==> config.mk <==
export PLATFORM = sky130hd
export DESIGN_NAME = hex_record_parser
export DESIGN_NICKNAME = d
export VERILOG_FILES = /design/src/hrp_pkg.sv /design/src/hex_record_parser.sv
export SDC_FILE = /design/constraint.sdc
export NUM_CORES = 1
export LEC_CHECK = 0
export ABC_AREA = 1
export ABC_CLOCK_PERIOD_IN_PS = 5260
export BUFFER_PORTS_ARGS = -buffer_cell sky130_fd_sc_hd__buf_2
export CAP_MARGIN = 0
export CORE_ASPECT_RATIO = 0.5
export CORE_UTILIZATION = 60
export CTS_CLUSTER_SIZE = 16
export DETAILED_ROUTE_END_ITERATION = 6
export HOLD_SLACK_MARGIN = 0.15
export PLACE_DENSITY = 0.81
export SYNTH_ARGS = -nofsm -noshare
export SYNTH_HDL_FRONTEND = slang
export SYNTH_SLANG_ARGS = --single-unit
==> constraint.sdc <==
create_clock -name clk_i -period 5.26 [get_ports clk_i]
set_clock_uncertainty 0.15 [all_clocks]
set_input_delay 0.526 -clock clk_i [delete_from_list [all_inputs] [get_ports clk_i]]
set_output_delay 0.526 -clock clk_i [all_outputs]
set_load 0.005 [all_outputs]
==> src/hrp_pkg.sv <==
package hrp_pkg;

  typedef enum logic [1:0] {
    EV_DATA  = 2'd0,
    EV_EOF   = 2'd1,
    EV_FRAME = 2'd2
  } event_e;

  localparam logic [7:0] CharColon  = 8'h3A;
  localparam logic [7:0] DigitBase  = 8'h30;
  localparam logic [7:0] DigitMax   = 8'd9;
  localparam logic [7:0] AlphaGap   = 8'd7;
  localparam logic [1:0] TypeSkip   = 2'd2;
  localparam logic [1:0] TailSkip   = 2'd3;

  function automatic logic [7:0] digit_value(input logic [7:0] c);
    logic [7:0] v;
    v = c - DigitBase;
    if (v > DigitMax) begin
      v = v - AlphaGap;
    end
    return v;
  endfunction

  function automatic logic [7:0] pair_value(input logic [7:0] hi, input logic [7:0] lo_char);
    logic [7:0] lo;
    lo = digit_value(lo_char);
    return {hi[3:0], 4'h0} | lo;
  endfunction

endpackage

==> src/hex_record_parser.sv <==
// A result is registered and shows on the output in the cycle after its character is accepted.
// Throughput: one character per cycle unless a held result stalls; the output register frees in
// the same cycle it is taken. Characters that cause no result simply update the record state.
// Reset (rst_ni low, asynchronous) returns to awaiting a start character with errors
// reported and clears the output register.
module hex_record_parser (
  input  logic        clk_i,
  input  logic        rst_ni,
  input  logic        in_valid_i,
  output logic        in_ready_o,
  input  logic [7:0]  char_in_i,
  output logic        out_valid_o,
  input  logic        out_ready_i,
  output logic [1:0]  event_res_o,
  output logic [15:0] address_o,
  output logic [7:0]  data_o
);

  typedef enum logic [3:0] {
    PH_START  = 4'd0,
    PH_LEN_HI = 4'd1,
    PH_LEN_LO = 4'd2,
    PH_AH_HI  = 4'd3,
    PH_AH_LO  = 4'd4,
    PH_AL_HI  = 4'd5,
    PH_AL_LO  = 4'd6,
    PH_TYPE   = 4'd7,
    PH_DAT_HI = 4'd8,
    PH_DAT_LO = 4'd9,
    PH_TAIL   = 4'd10
  } phase_e;

  phase_e      phase_q, phase_d;
  logic [7:0]  high_q, high_d;
  logic [7:0]  left_q, left_d;
  logic [15:0] addr_q, addr_d;
  logic [1:0]  skip_q, skip_d;
  logic        hunting_q, hunting_d;

  logic        out_valid_q;
  logic [1:0]  event_q;
  logic [15:0] out_addr_q;
  logic [7:0]  out_data_q;

  logic        emit;
  logic [1:0]  emit_event;
  logic [15:0] emit_addr;
  logic [7:0]  emit_data;
  logic [7:0]  pair;
  logic        accept;

  assign in_ready_o = !out_valid_q || out_ready_i;
  assign accept     = in_valid_i && in_ready_o;
  assign pair       = hrp_pkg::pair_value(high_q, char_in_i);

  always_comb begin
    phase_d    = phase_q;
    high_d     = high_q;
    left_d     = left_q;
    addr_d     = addr_q;
    skip_d     = skip_q;
    hunting_d  = hunting_q;
    emit       = 1'b0;
    emit_event = hrp_pkg::EV_DATA;
    emit_addr  = '0;
    emit_data  = '0;
    unique case (phase_q)
      PH_LEN_HI, PH_AH_HI, PH_AL_HI, PH_DAT_HI: begin
        high_d  = hrp_pkg::digit_value(char_in_i);
        phase_d = phase_e'(phase_q + 4'd1);
      end
      PH_LEN_LO: begin
        left_d = pair;
        if (pair == 8'd0) begin
          hunting_d  = 1'b1;
          phase_d    = PH_START;
          emit       = 1'b1;
          emit_event = hrp_pkg::EV_EOF;
        end else begin
          phase_d = PH_AH_HI;
        end
      end
      PH_AH_LO: begin
        addr_d  = {pair, 8'h00};
        phase_d = PH_AL_HI;
      end
      PH_AL_LO: begin
        addr_d  = {addr_q[15:8], pair};
        skip_d  = hrp_pkg::TypeSkip;
        phase_d = PH_TYPE;
      end
      PH_TYPE: begin
        skip_d = skip_q - 2'd1;
        if (skip_q == 2'd1) begin
          phase_d = PH_DAT_HI;
        end
      end
      PH_DAT_LO: begin
        addr_d     = addr_q + 16'd1;
        left_d     = left_q - 8'd1;
        emit       = 1'b1;
        emit_event = hrp_pkg::EV_DATA;
        emit_addr  = addr_q;
        emit_data  = pair;
        if (left_q == 8'd1) begin
          skip_d  = hrp_pkg::TailSkip;
          phase_d = PH_TAIL;
        end else begin
          phase_d = PH_DAT_HI;
        end
      end
      PH_TAIL: begin
        skip_d = skip_q - 2'd1;
        if (skip_q == 2'd1) begin
          phase_d = PH_START;
        end
      end
      default: begin
        phase_d = PH_START;
        if (char_in_i == hrp_pkg::CharColon) begin
          hunting_d = 1'b0;
          phase_d   = PH_LEN_HI;
        end else if (!hunting_q) begin
          hunting_d  = 1'b1;
          emit       = 1'b1;
          emit_event = hrp_pkg::EV_FRAME;
        end
      end
    endcase
  end

  always_ff @(posedge clk_i or negedge rst_ni) begin
    if (!rst_ni) begin
      phase_q     <= PH_START;
      high_q      <= '0;
      left_q      <= '0;
      addr_q      <= '0;
      skip_q      <= '0;
      hunting_q   <= 1'b0;
      out_valid_q <= 1'b0;
      event_q     <= hrp_pkg::EV_DATA;
      out_addr_q  <= '0;
      out_data_q  <= '0;
    end else begin
      if (out_ready_i) begin
        out_valid_q <= 1'b0;
      end
      if (accept) begin
        phase_q   <= phase_d;
        high_q    <= high_d;
        left_q    <= left_d;
        addr_q    <= addr_d;
        skip_q    <= skip_d;
        hunting_q <= hunting_d;
        if (emit) begin
          out_valid_q <= 1'b1;
          event_q     <= emit_event;
          out_addr_q  <= emit_addr;
          out_data_q  <= emit_data;
        end
      end
    end
  end

  assign out_valid_o = out_valid_q;
  assign event_res_o = event_q;
  assign address_o   = out_addr_q;
  assign data_o      = out_data_q;

`ifndef SYNTH
  a_skip_nonzero: assert property (@(posedge clk_i) disable iff (!rst_ni)
    (phase_q == PH_TYPE || phase_q == PH_TAIL) |-> skip_q != 2'd0)
    else $error("skip count is zero inside a skipped field");

  a_other_event_zero: assert property (@(posedge clk_i) disable iff (!rst_ni)
    (out_valid_q && event_q != hrp_pkg::EV_DATA) |-> (out_addr_q == 16'd0 && out_data_q == 8'd0))
    else $error("non-data event carries address or data");

  a_eof_hunts: assert property (@(posedge clk_i) disable iff (!rst_ni)
    (accept && emit && emit_event == hrp_pkg::EV_EOF) |=> (phase_q == PH_START && hunting_q))
    else $error("end of file did not return to hunting");

  a_colon_starts: assert property (@(posedge clk_i) disable iff (!rst_ni)
    (accept && phase_q == PH_START && char_in_i == hrp_pkg::CharColon)
      |=> (phase_q == PH_LEN_HI && !hunting_q))
    else $error("start character did not open a record");

  a_frame_once: assert property (@(posedge clk_i) disable iff (!rst_ni)
    (accept && emit && emit_event == hrp_pkg::EV_FRAME) |-> !hunting_q)
    else $error("framing error reported while hunting");
`endif

endmodule

After elaboration in Yosys (flattened, before gate mapping)
Index checks and enable logic that the tools add are counted.
{"block": "op_classes", "reduce_logical": 20, "n_addsub": 6, "shift": 0, "eq_ne": 17, "order_cmp": 1, "n_div": 0, "multipliers": 0, "bitwise": 3, "muxes": 27}
{"cell": "16-bit one-hot mux with 3 select lines", "count": 1}
{"cell": "4-bit one-hot mux with 7 select lines", "count": 1}
{"cell": "16-bit by 1-bit adder with 16-bit output (second input constant)", "count": 1}
{"cell": "4-bit by 3-bit equality test with 1-bit output (second input constant)", "count": 4}
{"cell": "16-bit 2-to-1 mux", "count": 1}
{"cell": "8-bit 2-to-1 mux", "count": 2}
{"cell": "8-bit one-hot mux with 2 select lines", "count": 1}
{"cell": "4-bit equality test (second input constant)", "count": 3}
{"cell": "3-bit AND reduction", "count": 4}
{"cell": "1-bit 2-to-1 mux", "count": 10}
{"cell": "2-bit 2-to-1 mux", "count": 5}
{"cell": "9-bit OR reduction", "count": 1}
{"cell": "4-bit by 2-bit equality test with 1-bit output (second input constant)", "count": 2}
{"cell": "8-bit by 1-bit equality test with 1-bit output (second input constant)", "count": 1}
{"cell": "8-bit by 6-bit equality test with 1-bit output (second input constant)", "count": 1}
{"cell": "8-bit by 4-bit greater-than comparator with 1-bit output (second input constant)", "count": 1}
{"cell": "8-bit zero test", "count": 1}
{"cell": "4-bit 2-to-1 mux", "count": 2}
{"cell": "2-bit != test (second input constant)", "count": 4}
{"cell": "8-bit OR", "count": 1}
{"cell": "2-bit AND reduction", "count": 4}
{"cell": "8-bit OR reduction", "count": 1}
{"cell": "8-bit by 1-bit subtractor with 8-bit output (second input constant)", "count": 1}
{"cell": "8-bit by 3-bit subtractor with 8-bit output (second input constant)", "count": 1}
{"cell": "17 further kinds", "count": 20}
{"block": "totals", "rom_bits": 0, "wordCells": 85, "latch_bits": 0, "out_inout_bits": 28, "register_bits": 62, "inputBits": 12, "ramBits": 0, "memories": 0}

Depth between registers and ports, before layout
Gate-level depths: netlist (run 1).
{"block": "logic_depth", "depth_word": 9, "depth_mapped": 18, "mapped_depth_nobuf": 18}

Worst setup path before layout (run 1)
No wires, ideal clock.
{"block": "synth_path", "path_kind": "input port to flip-flop", "start": "input char_in_i[4]", "end": "register out_addr_q[10] (netlist: address_o[10])", "path_buffers": 1, "setup_slack_ps": 2887, "t_arrival_ps": 2105, "t_required_ps": 4993, "stages": 16, "setup_time_ps": 117, "cell_sequence": "ha_1 inv_1 nand2_1 nand2_2 nand2_1 nor2_2 nand2_2 nand2_2 nand2_1 nand2_1 nand2_1 nor2_2 nand4_4 buf_6 nand3_1 nand2_1"}
{"block": "synth_via", "elab_chain_cells": 8, "word_cells_on_any_way": 11, "cone_classes": "add/sub: 2; order compare: 1; eq/ne: 1; mux: 4; bitwise: 1; reduce/logical: 2"}
{"element": "start: declaration", "line_no": "hex_record_parser.sv:11", "rtl": "input logic [7:0] char_in_i,"}
{"element": "8-bit by 6-bit subtractor with 8-bit output", "line_no": "hrp_pkg.sv:18", "rtl": "v = c - DigitBase;"}
{"element": "8-bit by 3-bit subtractor with 8-bit output / 8-bit by 4-bit greater-than comparator with 1-bit output (equally long branches)"}
{"element": "8-bit 2-to-1 mux"}
{"element": "8-bit OR", "line_no": "hrp_pkg.sv:28", "rtl": "return {hi[3:0], 4'h0} | lo;"}
{"element": "8-bit zero test", "line_no": "hex_record_parser.sv:74", "rtl": "if (pair == 8'd0) begin"}
{"element": "1-bit 2-to-1 mux", "line_no": "hex_record_parser.sv:74"}
{"element": "1-bit one-hot mux with 3 select lines *", "line_no": "hex_record_parser.sv:67", "rtl": "unique case (phase_q)"}
{"element": "2-bit AND reduction (no source line) *"}
{"element": "end signal: assignment", "line_no": "hex_record_parser.sv:158", "rtl": "out_addr_q <= emit_addr;"}
{"element": "end: declaration", "line_no": "hex_record_parser.sv:42", "rtl": "logic [15:0] out_addr_q;"}
Every way passes the cells marked *; elsewhere a longest branch is shown, timed or not.
A chain may end at the register's enable or synchronous reset.

Final worst setup path (run 1)
{"block": "layout_path", "start": "register phase_q[1]", "end": "register out_data_q[7] (netlist: data_o[7])"}
{"block": "layout_via", "elab_chain_cells": 4, "word_cells_on_any_way": 14, "cone_classes": "eq/ne: 10; mux: 2; reduce/logical: 2"}
{"element": "start: declaration", "line_no": "hex_record_parser.sv:33", "rtl": "phase_e phase_q, phase_d;"}
{"element": "start signal: assignment", "line_no": "hex_record_parser.sv:149", "rtl": "phase_q <= phase_d;"}
{"element": "4-bit equality test, or another cell as far along", "line_no": "hex_record_parser.sv:67"}
{"element": "8-bit OR reduction (no source line)"}
{"element": "1-bit one-hot mux with 3 select lines", "line_no": "hex_record_parser.sv:67"}
{"element": "2-bit AND reduction (no source line)"}
{"element": "end signal: assignment", "line_no": "hex_record_parser.sv:159", "rtl": "out_data_q <= emit_data;"}
{"element": "end: declaration", "line_no": "hex_record_parser.sv:43", "rtl": "logic [7:0] out_data_q;"}
Parallel ways exist; a longest one is shown, timed or not.

==> impl_metrics.toml, run 1 <==
[timing]
min_period_ps = 2955
slew_headroom = 0.3535
setup_viol = 0
tightest_slew_ps = 968.7
rsz0062_at_grt = "no"
hold_viol = 0
tns_ps = 0
fmax_ghz = 0.3384
drv_slew = 0
fin_crit_sh = 0.5619

[yosys]
synth_adder_area_share = 0.04480
syn_avg_cell_area_sq_um = 7.433
ys_types = 41
synthCells = 526
synth_seq_cells = 62
synth_nets = 552
synth_edf_count = 0
synth_compound_area_frac = 0.1219
ys_seq_area_frac = 0.3968
async_reset_ff_frac = 1.000
synth-xor-area-share = 0.02016
synthMuxAreaShare = 0
syn_area_sq_um = 3910
synth-simple-area-share = 0.3341
synthFlopType = "dfrtp_1"
yosysWarnings = 0
synth_top_family_by_area = "simple AND/OR/NAND/NOR gates"

[global_route]
grt_overflow = 0
grt_pass1_vias = 3222
antenna_found_initial = 0
grt_use_total = 0.3003
grt_max_degree = 63
grt_pass1_wl_microns = 15670

[placed_design]
gp_routability_congestion = 0.8188
dp_hpwl_microns = 6435
placedCellCount = 637
io_buffers = 39
placed_area_sq_um = 4126

[clocking]
cts_setup_buffers = 0
cts_buffer_depth = 2
htreeDepth = 3
clkSinkCount = 62
hold_buffers = 0
cts_tree = "yes"
cts_resized = 0
cts_buffers = 9
clock_latency_ps = 330
cts-root-buf = "clkbuf_16"
clkTransAtPathRegs_ps = 50

[floorplan]
fp-row-count = 20
initial_core_util = 0.6326
dieHeight_microns = 59.08
die_w_microns = 116.2
core_sq_um = 6181
pin_count = 40
dieArea_sq_um = 6863

[setup_path]
worstReg2RegStart = "phase_q[1]$_DFFE_PN0P_"
startpoint = "phase_q[1]$_DFFE_PN0P_"
crit_arrival_ps = 3070
required_ps = 5370
path_cells = "inv_1 -> ha_1 -> nand3_1 -> nand2_1 -> nor2_1 -> nand2_1 -> nor2_4 -> nand2_2 -> o211ai_4 -> nand3_1 -> nand2_1"
cp_slowest_stage_delay_ps = 660
timing.critical_path.to = "data_o[7]$_DFFE_PN0P_"
worst_path_most_repeated_cell = "nand2_1"
reg2regPathDepth = 11
cp_slowest_cell = "o211ai_4"
r2r-end = "data_o[7]$_DFFE_PN0P_"
crit_type = "reg2reg"
critPathLaunchType = "flip-flop"
r2r_slack_ps = 2300
cp_max_fo = 27
crit_path_end_kind = "flip-flop"

[worst_hold_path]
hold_path_class = "in2async"

[final_layout]
fin_nets = 586
num_antenna_cells = 0
syn_to_final_growth_pct = 13.60
final_cells = 653
layout-drive-gt1-share = 0.1611
final_area_sq_um = 4442
n_fill_cell = 504

[routing]
vias = 3672
final_antenna_net_count = 0
wl_microns = 9646
vias_per_cell = 5.623
wire_per_inst_microns = 14.77
drt_iter0_markers = 366
remaining_drc_errors = 0
dr.pass1.iters = 5

[pwr]
leakage_nw = 2.336
powerDensity_nw_per_um2 = 440.0
peakVddDrop_mv = 0.2252

[outcome]
status = "complete, no violations"

[flow_run]
drv_cap = 0
## final cells by class
class / instances / area (sq um) / area share
flip-flops and latches: 62 / 1551 / 0.3493
well taps: 88 / 110.1 / 0.02479
multi-input cells: 387 / 2037 / 0.4586
clock inverters: 6 / 86.33 / 0.01944
clock buffers: 10 / 229.0 / 0.05155
repair buffers: 40 / 202.7 / 0.04563
inverters: 60 / 225.2 / 0.05070
## Yosys cell counts, drive strengths merged, types with 2 or more instances
library cell | number | area share
ha | 14 | 0.045
nor2 | 48 | 0.051
o211ai | 3 | 0.0093
dfrtp | 62 | 0.40
o21ai | 31 | 0.040
o22ai | 2 | 0.0032
nand2 | 139 | 0.14
a31oi | 12 | 0.019
a21oi | 18 | 0.026
inv | 60 | 0.058
nor4 | 2 | 0.0032
buf | 7 | 0.015
nand4 | 6 | 0.013
nand3 | 82 | 0.11
or2 | 3 | 0.0048
nor3 | 6 | 0.0077
xor2 | 5 | 0.011
xnor2 | 4 | 0.0090
clkbuf | 10 | 0.0096
o221ai | 2 | 0.0045
## where the power goes
part | switching (W) | internal [W]
clock | 0.000219 | 0.000414
combinational | 0.000382 | 0.000198
sequential | 0.000140 | 0.000602
## stage by stage
step / util / power, W / hold WS, ps / setup WS (ps)
after detailed placement: 0.6676 / 0.001305 / 311.0 / 2276
final: 0.7186 / 0.001954 / 220.4 / 2305
after CTS: 0.7186 / 0.001941 / 255.3 / 2354
after floorplan: - / 0.001163 / 80.41 / 2887
after global routing: 0.7186 / 0.002070 / 293.9 / 2086
after global placement: 0.6676 / 0.001283 / 308.9 / 2338
## cell families after synthesis
group	count (synthesis)
simple gates	287
compound gates	77
buf+inv	77
flops	62
fa+ha+maj	14
xor+xnor	9
## worst max-delay path, delay by kind of cell (launching register included)
family	cells	cell delay (ps)
compound gates	1	660
fa+ha+maj	1	210
buf+inv	1	80
flops	1	400
simple gates	8	1360
## layout by cell type, fill, tap and decap left out, types with 2 or more instances in the layout
master	netlist	final
nand2_1	131	131
nand3_1	76	76
dfrtp_1	62	62
inv_1	53	53
nor2_1	43	43
buf_2	2	39
o21ai_0	31	31
a21oi_1	15	15
ha_1	14	14
a31oi_1	12	12
clkbuf_16	0	9
inv_2	7	7
nand2_2	7	7
nand3_2	6	6
nor3_1	6	6
xor2_1	5	5
nand4_1	5	5
nor2_2	4	4
xnor2_1	4	4
a21oi_2	3	3
or2_2	3	3
nor4_1	2	2
o211ai_1	2	2
o22ai_1	2	2
o221ai_1	2	2
bufinv_16	0	2
clkinv_2	0	2
## routing by layer
layer	vias up	track usage	part of all wire	wire (microns)
met1	1681	0.4205	0.46	4399
met2	166	0.4668	0.45	4332
met4	0	0.08242	0.011	109
met5	-	0	0	0
met3	17	0.07464	0.083	805
li1	1808	-	-	-
## flip-flops by register name, indices dropped and copies added (netlist names)
name	flops
high_q	4
left_q	8
skip_q	2
addr_q	16
hunting_q	1
out_valid_o	1
data_o	8
event_res_o	2
phase_q	4
address_o	16
## worst min-delay path by stage
stage                     slack [ps]  cells past startpoint                       start                          to
after floorplan                   80                      0                      rst_ni       addr_q[0]$_DFFE_PN0P_
after global placement           310                      2       hunting_q$_DFFE_PN0P_       hunting_q$_DFFE_PN0P_
after detailed placement         310                      2  event_res_o[0]$_DFFE_PN0P_  event_res_o[0]$_DFFE_PN0P_
after CTS                        260                      2                      rst_ni   address_o[15]$_DFFE_PN0P_
after global routing             290                      2                      rst_ni   address_o[15]$_DFFE_PN0P_
final                            220                      2                      rst_ni   address_o[14]$_DFFE_PN0P_
(Power assumes the default switching activity.)
==> run 2, diff against run 1 <==
Settings changed: ABC_CLOCK_PERIOD_IN_PS 5260 to 3100, CORE_UTILIZATION 60 to 59, PLACE_DENSITY 0.81 to 0.8.
Clock period 5.26 ns to 3.1 ns, I/O delays scaled along.
==> impl_metrics.toml, run 2 (synthesis results as in run 1) <==
[final_layout]
num_antenna_cells = 0
syn_to_final_growth_pct = 14.18
n_fill_cell = 490
fin_nets = 595
layout-drive-gt1-share = 0.1725
final_cell_mix = "131 x nand2_1, 76 x nand3_1, 62 x dfrtp_1"
final_cells = 662
final_common_cell = "nand2_1"

[timing]
layout_setup_ws_ps = 548.7
fmax_ghz = 0.3920
hold_viol = 0
min_period_ps = 2551
tns_ps = 0
fin_crit_sh = 0.8230
setup_viol = 0
drv_slew = 0
rsz0062_at_grt = "no"
tightest_slew_ps = 691.5
slew_headroom = 0.5390

[floorplan]
dieHeight_microns = 59.57
initial_core_util = 0.6275
pin_count = 40
dieArea_sq_um = 6977
core_sq_um = 6231
die_w_microns = 117.1
fp-row-count = 20

[global_route]
antenna_found_initial = 0
grt_use_total = 0.2918
grt_overflow = 0
grt_pass1_wl_microns = 15390
grt_max_degree = 38
grt_pass1_vias = 3321

[pwr]
netSwitchingFraction = 0.3948
leakage_nw = 2.356
p_int_w = 0.001909
combPwrFrac = 0.316
peakVddDrop_mv = 0.3173
p_switching_w = 0.001245
pwr-share-clk = 0.287
powerDensity_nw_per_um2 = 706.6
p_seq_frac = 0.397

[worst_hold_path]
hold_depth = 4
hold_path_class = "in2reg"

[placed_design]
placedCellCount = 645
gp_routability_congestion = 0.8698
io_buffers = 39
dpl_worst_slack_ps = 272.8
dp_hpwl_microns = 6579

[routing]
wl_microns = 9250
dr.pass1.iters = 5
drt_iter0_markers = 329
vias = 3699
remaining_drc_errors = 0
wire_per_inst_microns = 13.97
vias_per_cell = 5.588
final_antenna_net_count = 0

[outcome]
status = "complete, no violations"

[setup_path]
cp_max_fo = 27
crit_arrival_ps = 2610
crit_type = "in2reg"
r2r_slack_ps = 580
required_ps = 3160
reg2regPathDepth = 12
critPathLaunchType = "input port"
crit_path_end_kind = "flip-flop"

[clocking]
cts_resized = 0
cts_tree = "yes"
clkSinkCount = 62
cts_setup_buffers = 0
clkTransAtPathRegs_ps = 50
cts-root-buf = "clkbuf_16"
cts_buffers = 9
cts_buffer_depth = 2
clock_latency_ps = 330
htreeDepth = 3

[flow_run]
drv_cap = 0
run 2: worst paths after layout:
| path | from | endpoint |
|---|---|---|
| worst max register to register | phase_q[0]$_DFFE_PN0P_ | address_o[10]$_DFFE_PN0P_ |
| worst min-delay path | out_ready_i | out_valid_o$_DFF_PN0_ |
| worst min register to register | hunting_q$_DFFE_PN0P_ | hunting_q$_DFFE_PN0P_ |
| min in group asynchronous | rst_ni | left_q[3]$_DFFE_PN0P_ |
| worst max-delay path | char_in_i[4] | data_o[6]$_DFFE_PN0P_ |
| max in group asynchronous | rst_ni | address_o[15]$_DFFE_PN0P_ |
run 2: metal layers:
layer,share of wire,vias up,routed length [microns],track usage
met2,0.43,166,3995,0.4539
met3,0.078,21,717,0.06135
li1,-,1826,-,-
met5,0,-,0,0
met1,0.47,1686,4349,0.4048
met4,0.020,0,188,0.1085
run 2: metrics by stage:
stage | util | cell area (sq um) | total power [W] | hold slack (ps)
final | 0.7165 | 4464 | 0.003154 | 208.6
after global routing | 0.7165 | 4464 | 0.003361 | 287.8
after CTS | 0.7165 | 4464 | 0.003140 | 203.3
after detailed placement | 0.6719 | 4187 | 0.002221 | 145.2
after global placement | 0.6719 | 4187 | 0.002196 | 146.1
after floorplan | - | 3910 | 0.001974 | -135.6
run 2: worst max-delay path, cell delays in order:
cell	delay, ps
buf_2	130
ha_1	220
inv_1	80
nand2_1	60
nand2_2	110
nand2_1	80
nor2_2	90
nand2_2	110
nand2_2	150
nand2_1	80
nand2_1	80
nand2_1	220
nor2_2	220
nand4_4	380
nand3_1	200
nand2_1	70
run 2: timing repair:
action,4_1_cts,5_1_grt
hold buffers,1,0
hold endpoints to repair,20,0
endpoints found under the setup margin,0,0
run 2: final cells by class:
type | count | area [sq um] | area share
clock buffer | 10 | 229.0 | 0.05129
timing repair buffer | 49 | 272.8 | 0.06110
multi-input combinational | 387 | 2037 | 0.4563
tap | 88 | 110.1 | 0.02466
sequential | 62 | 1551 | 0.3475
inverter | 60 | 225.2 | 0.05045
clock inverter | 6 | 38.79 | 0.008688
run 2: power by group through the flow:
| stage | logic [W] | registers [W] | clock network (W) |
|---|---|---|---|
| after floorplan | 0.000786 | 0.00119 | 0 |
| after global placement | 0.000946 | 0.00125 | 0 |
| after detailed placement | 0.000966 | 0.00125 | 0 |
| after CTS | 0.000985 | 0.00125 | 0.000910 |
| after global routing | 0.00113 | 0.00129 | 0.000944 |
| final | 0.000995 | 0.00125 | 0.000907 |
==> run 3, diff against run 2 <==
Settings changed: ABC_CLOCK_PERIOD_IN_PS 3100 to 2500.
Clock period 3.1 ns to 2.5 ns, I/O delays scaled along.
==> impl_metrics.toml, run 3 (synthesis results as in run 1) <==
[timing]
setup_viol = 0
min_period_ps = 2309
tightest_slew_ps = 773.2
layout_setup_ws_ps = 191.0
fmax_ghz = 0.4331
tns_ps = 0
fin_crit_sh = 0.9236
drv_slew = 0
rsz0062_at_grt = "no"
hold_viol = 0
hold_ws_ps = 201.7
slew_headroom = 0.4846

[floorplan]
initial_core_util = 0.6275
pin_count = 40
core_sq_um = 6231
dieArea_sq_um = 6977
die_w_microns = 117.1
fp-row-count = 20
dieHeight_microns = 59.57

[setup_path]
required_ps = 2570
crit_path_end_kind = "flip-flop"
crit_type = "reg2reg"
crit_arrival_ps = 2380
cp_max_fo = 27
critPathLaunchType = "flip-flop"

[pwr]
p_seq_frac = 0.383
combPwrFrac = 0.316
leakage_nw = 2.415
pwr-share-clk = 0.301
p_int_w = 0.002514
peakVddDrop_mv = 0.3734
p_switching_w = 0.001548
powerDensity_nw_per_um2 = 888.8
netSwitchingFraction = 0.3811

[clocking]
clkSinkCount = 62
clkTransAtPathRegs_ps = 50
htreeDepth = 3
clock_latency_ps = 330
cts_buffers = 9
cts_tree = "yes"
cts_setup_buffers = 0
cts_buffer_depth = 2
cts-root-buf = "clkbuf_16"

[global_route]
grt_max_degree = 63
grt_use_total = 0.2970
grt_pass1_vias = 3225
grt_pass1_wl_microns = 15440
antenna_found_initial = 0
grt_overflow = 0

[final_layout]
num_antenna_cells = 0
layout-drive-gt1-share = 0.1842
final_common_cell = "nand2_1"
n_fill_cell = 472
syn_to_final_growth_pct = 16.90
final_cells = 669
fin_nets = 602
final_area_sq_um = 4571
final_cell_mix = "131 x nand2_1, 76 x nand3_1, 61 x dfrtp_1"

[routing]
vias_per_cell = 5.465
wire_per_inst_microns = 13.81
drt_iter0_markers = 332
wl_microns = 9241
remaining_drc_errors = 0
vias = 3656
final_antenna_net_count = 0
dr.pass1.iters = 4

[placed_design]
placedCellCount = 651
gp_routability_congestion = 0.8367
dpl_worst_slack_ps = 76.09
placed_area_sq_um = 4257
dp_hpwl_microns = 6468
io_buffers = 39

[worst_hold_path]
hold_path_class = "in2reg"

[flow_run]
drv_cap = 0

[outcome]
status = "complete, no violations"
## run 3: cell count changes in the layout (fill, tap and decap cells not counted), sizes merged
cell / change
clkinvlp: -1
bufinv: +1
dlygate4sd3: +1
inv: +1
buf: +6
clkinv: -1
## run 3: final cells by class
class / instances / area, sq um / share of cell area
Timing Repair Buffer: 56 / 352.8 / 0.07720
Multi-Input combinational cell: 387 / 2039 / 0.4462
Clock inverter: 6 / 61.31 / 0.01341
Sequential cell: 62 / 1553 / 0.3397
Inverter: 60 / 225.2 / 0.04927
Clock buffer: 10 / 229.0 / 0.05010
Tap cell: 88 / 110.1 / 0.02409
## run 3: layer usage
metal | vias up | GRT usage | wire (microns)
li1 | 1833 | - | -
met4 | 0 | 0.08499 | 163
met2 | 119 | 0.4531 | 4042
met5 | - | 0 | 0
met3 | 19 | 0.08180 | 571
met1 | 1685 | 0.4155 | 4463
## run 3: metrics by stage
step / power [W] / utilization
floorplan: 0.002447 / -
finish: 0.004062 / 0.7335
CTS: 0.004043 / 0.7329
detailed placement: 0.002814 / 0.6831
global route: 0.004353 / 0.7335
global placement: 0.002766 / 0.6831
## run 3: final timing paths
path | startpoint | to | slack, ps | cells after the start
max | phase_q[0]$_DFFE_PN0P_ | data_o[7]$_DFFE_PN0P_ | 190 | 13
min | char_in_i[3] | high_q[3]$_DFFE_PN0P_ | 200 | 5
max reg2reg | phase_q[0]$_DFFE_PN0P_ | data_o[7]$_DFFE_PN0P_ | 190 | 13
min reg2reg | hunting_q$_DFFE_PN0P_ | hunting_q$_DFFE_PN0P_ | 330 | 2
max in group asynchronous | rst_ni | phase_q[0]$_DFFE_PN0P_ | 1180 | 3
min in group asynchronous | rst_ni | left_q[3]$_DFFE_PN0P_ | 460 | 3
## run 3: what timing repair did
item / CTS / global route
endpoints found under the hold margin: 63 / 0
gates resized for setup: 0 / 2
setup endpoints to repair: 0 / 27
hold buffers: 2 / 0
## run 3: power by group through the flow
stage	combinational [W]	clock [W]	sequential (W)
after floorplan	0.000975	0	0.00147
final	0.00128	0.00122	0.00156
after CTS	0.00127	0.00123	0.00155
after detailed placement	0.00126	0	0.00156
after global placement	0.00122	0	0.00155
after global routing	0.00146	0.00129	0.00160
## run 3: worst max-delay path: stages, from the launching register on
cell      delay [ps]
dfrtp_2          420
inv_1             90
ha_1             240
nand2_1          150
nand2_1          110
nor2_2           140
nand2_1          110
nor2_4           130
nand2_2           90
nand2_1          120
o211ai_4         100
buf_12           170
nand3_1          100
nand2_1           50
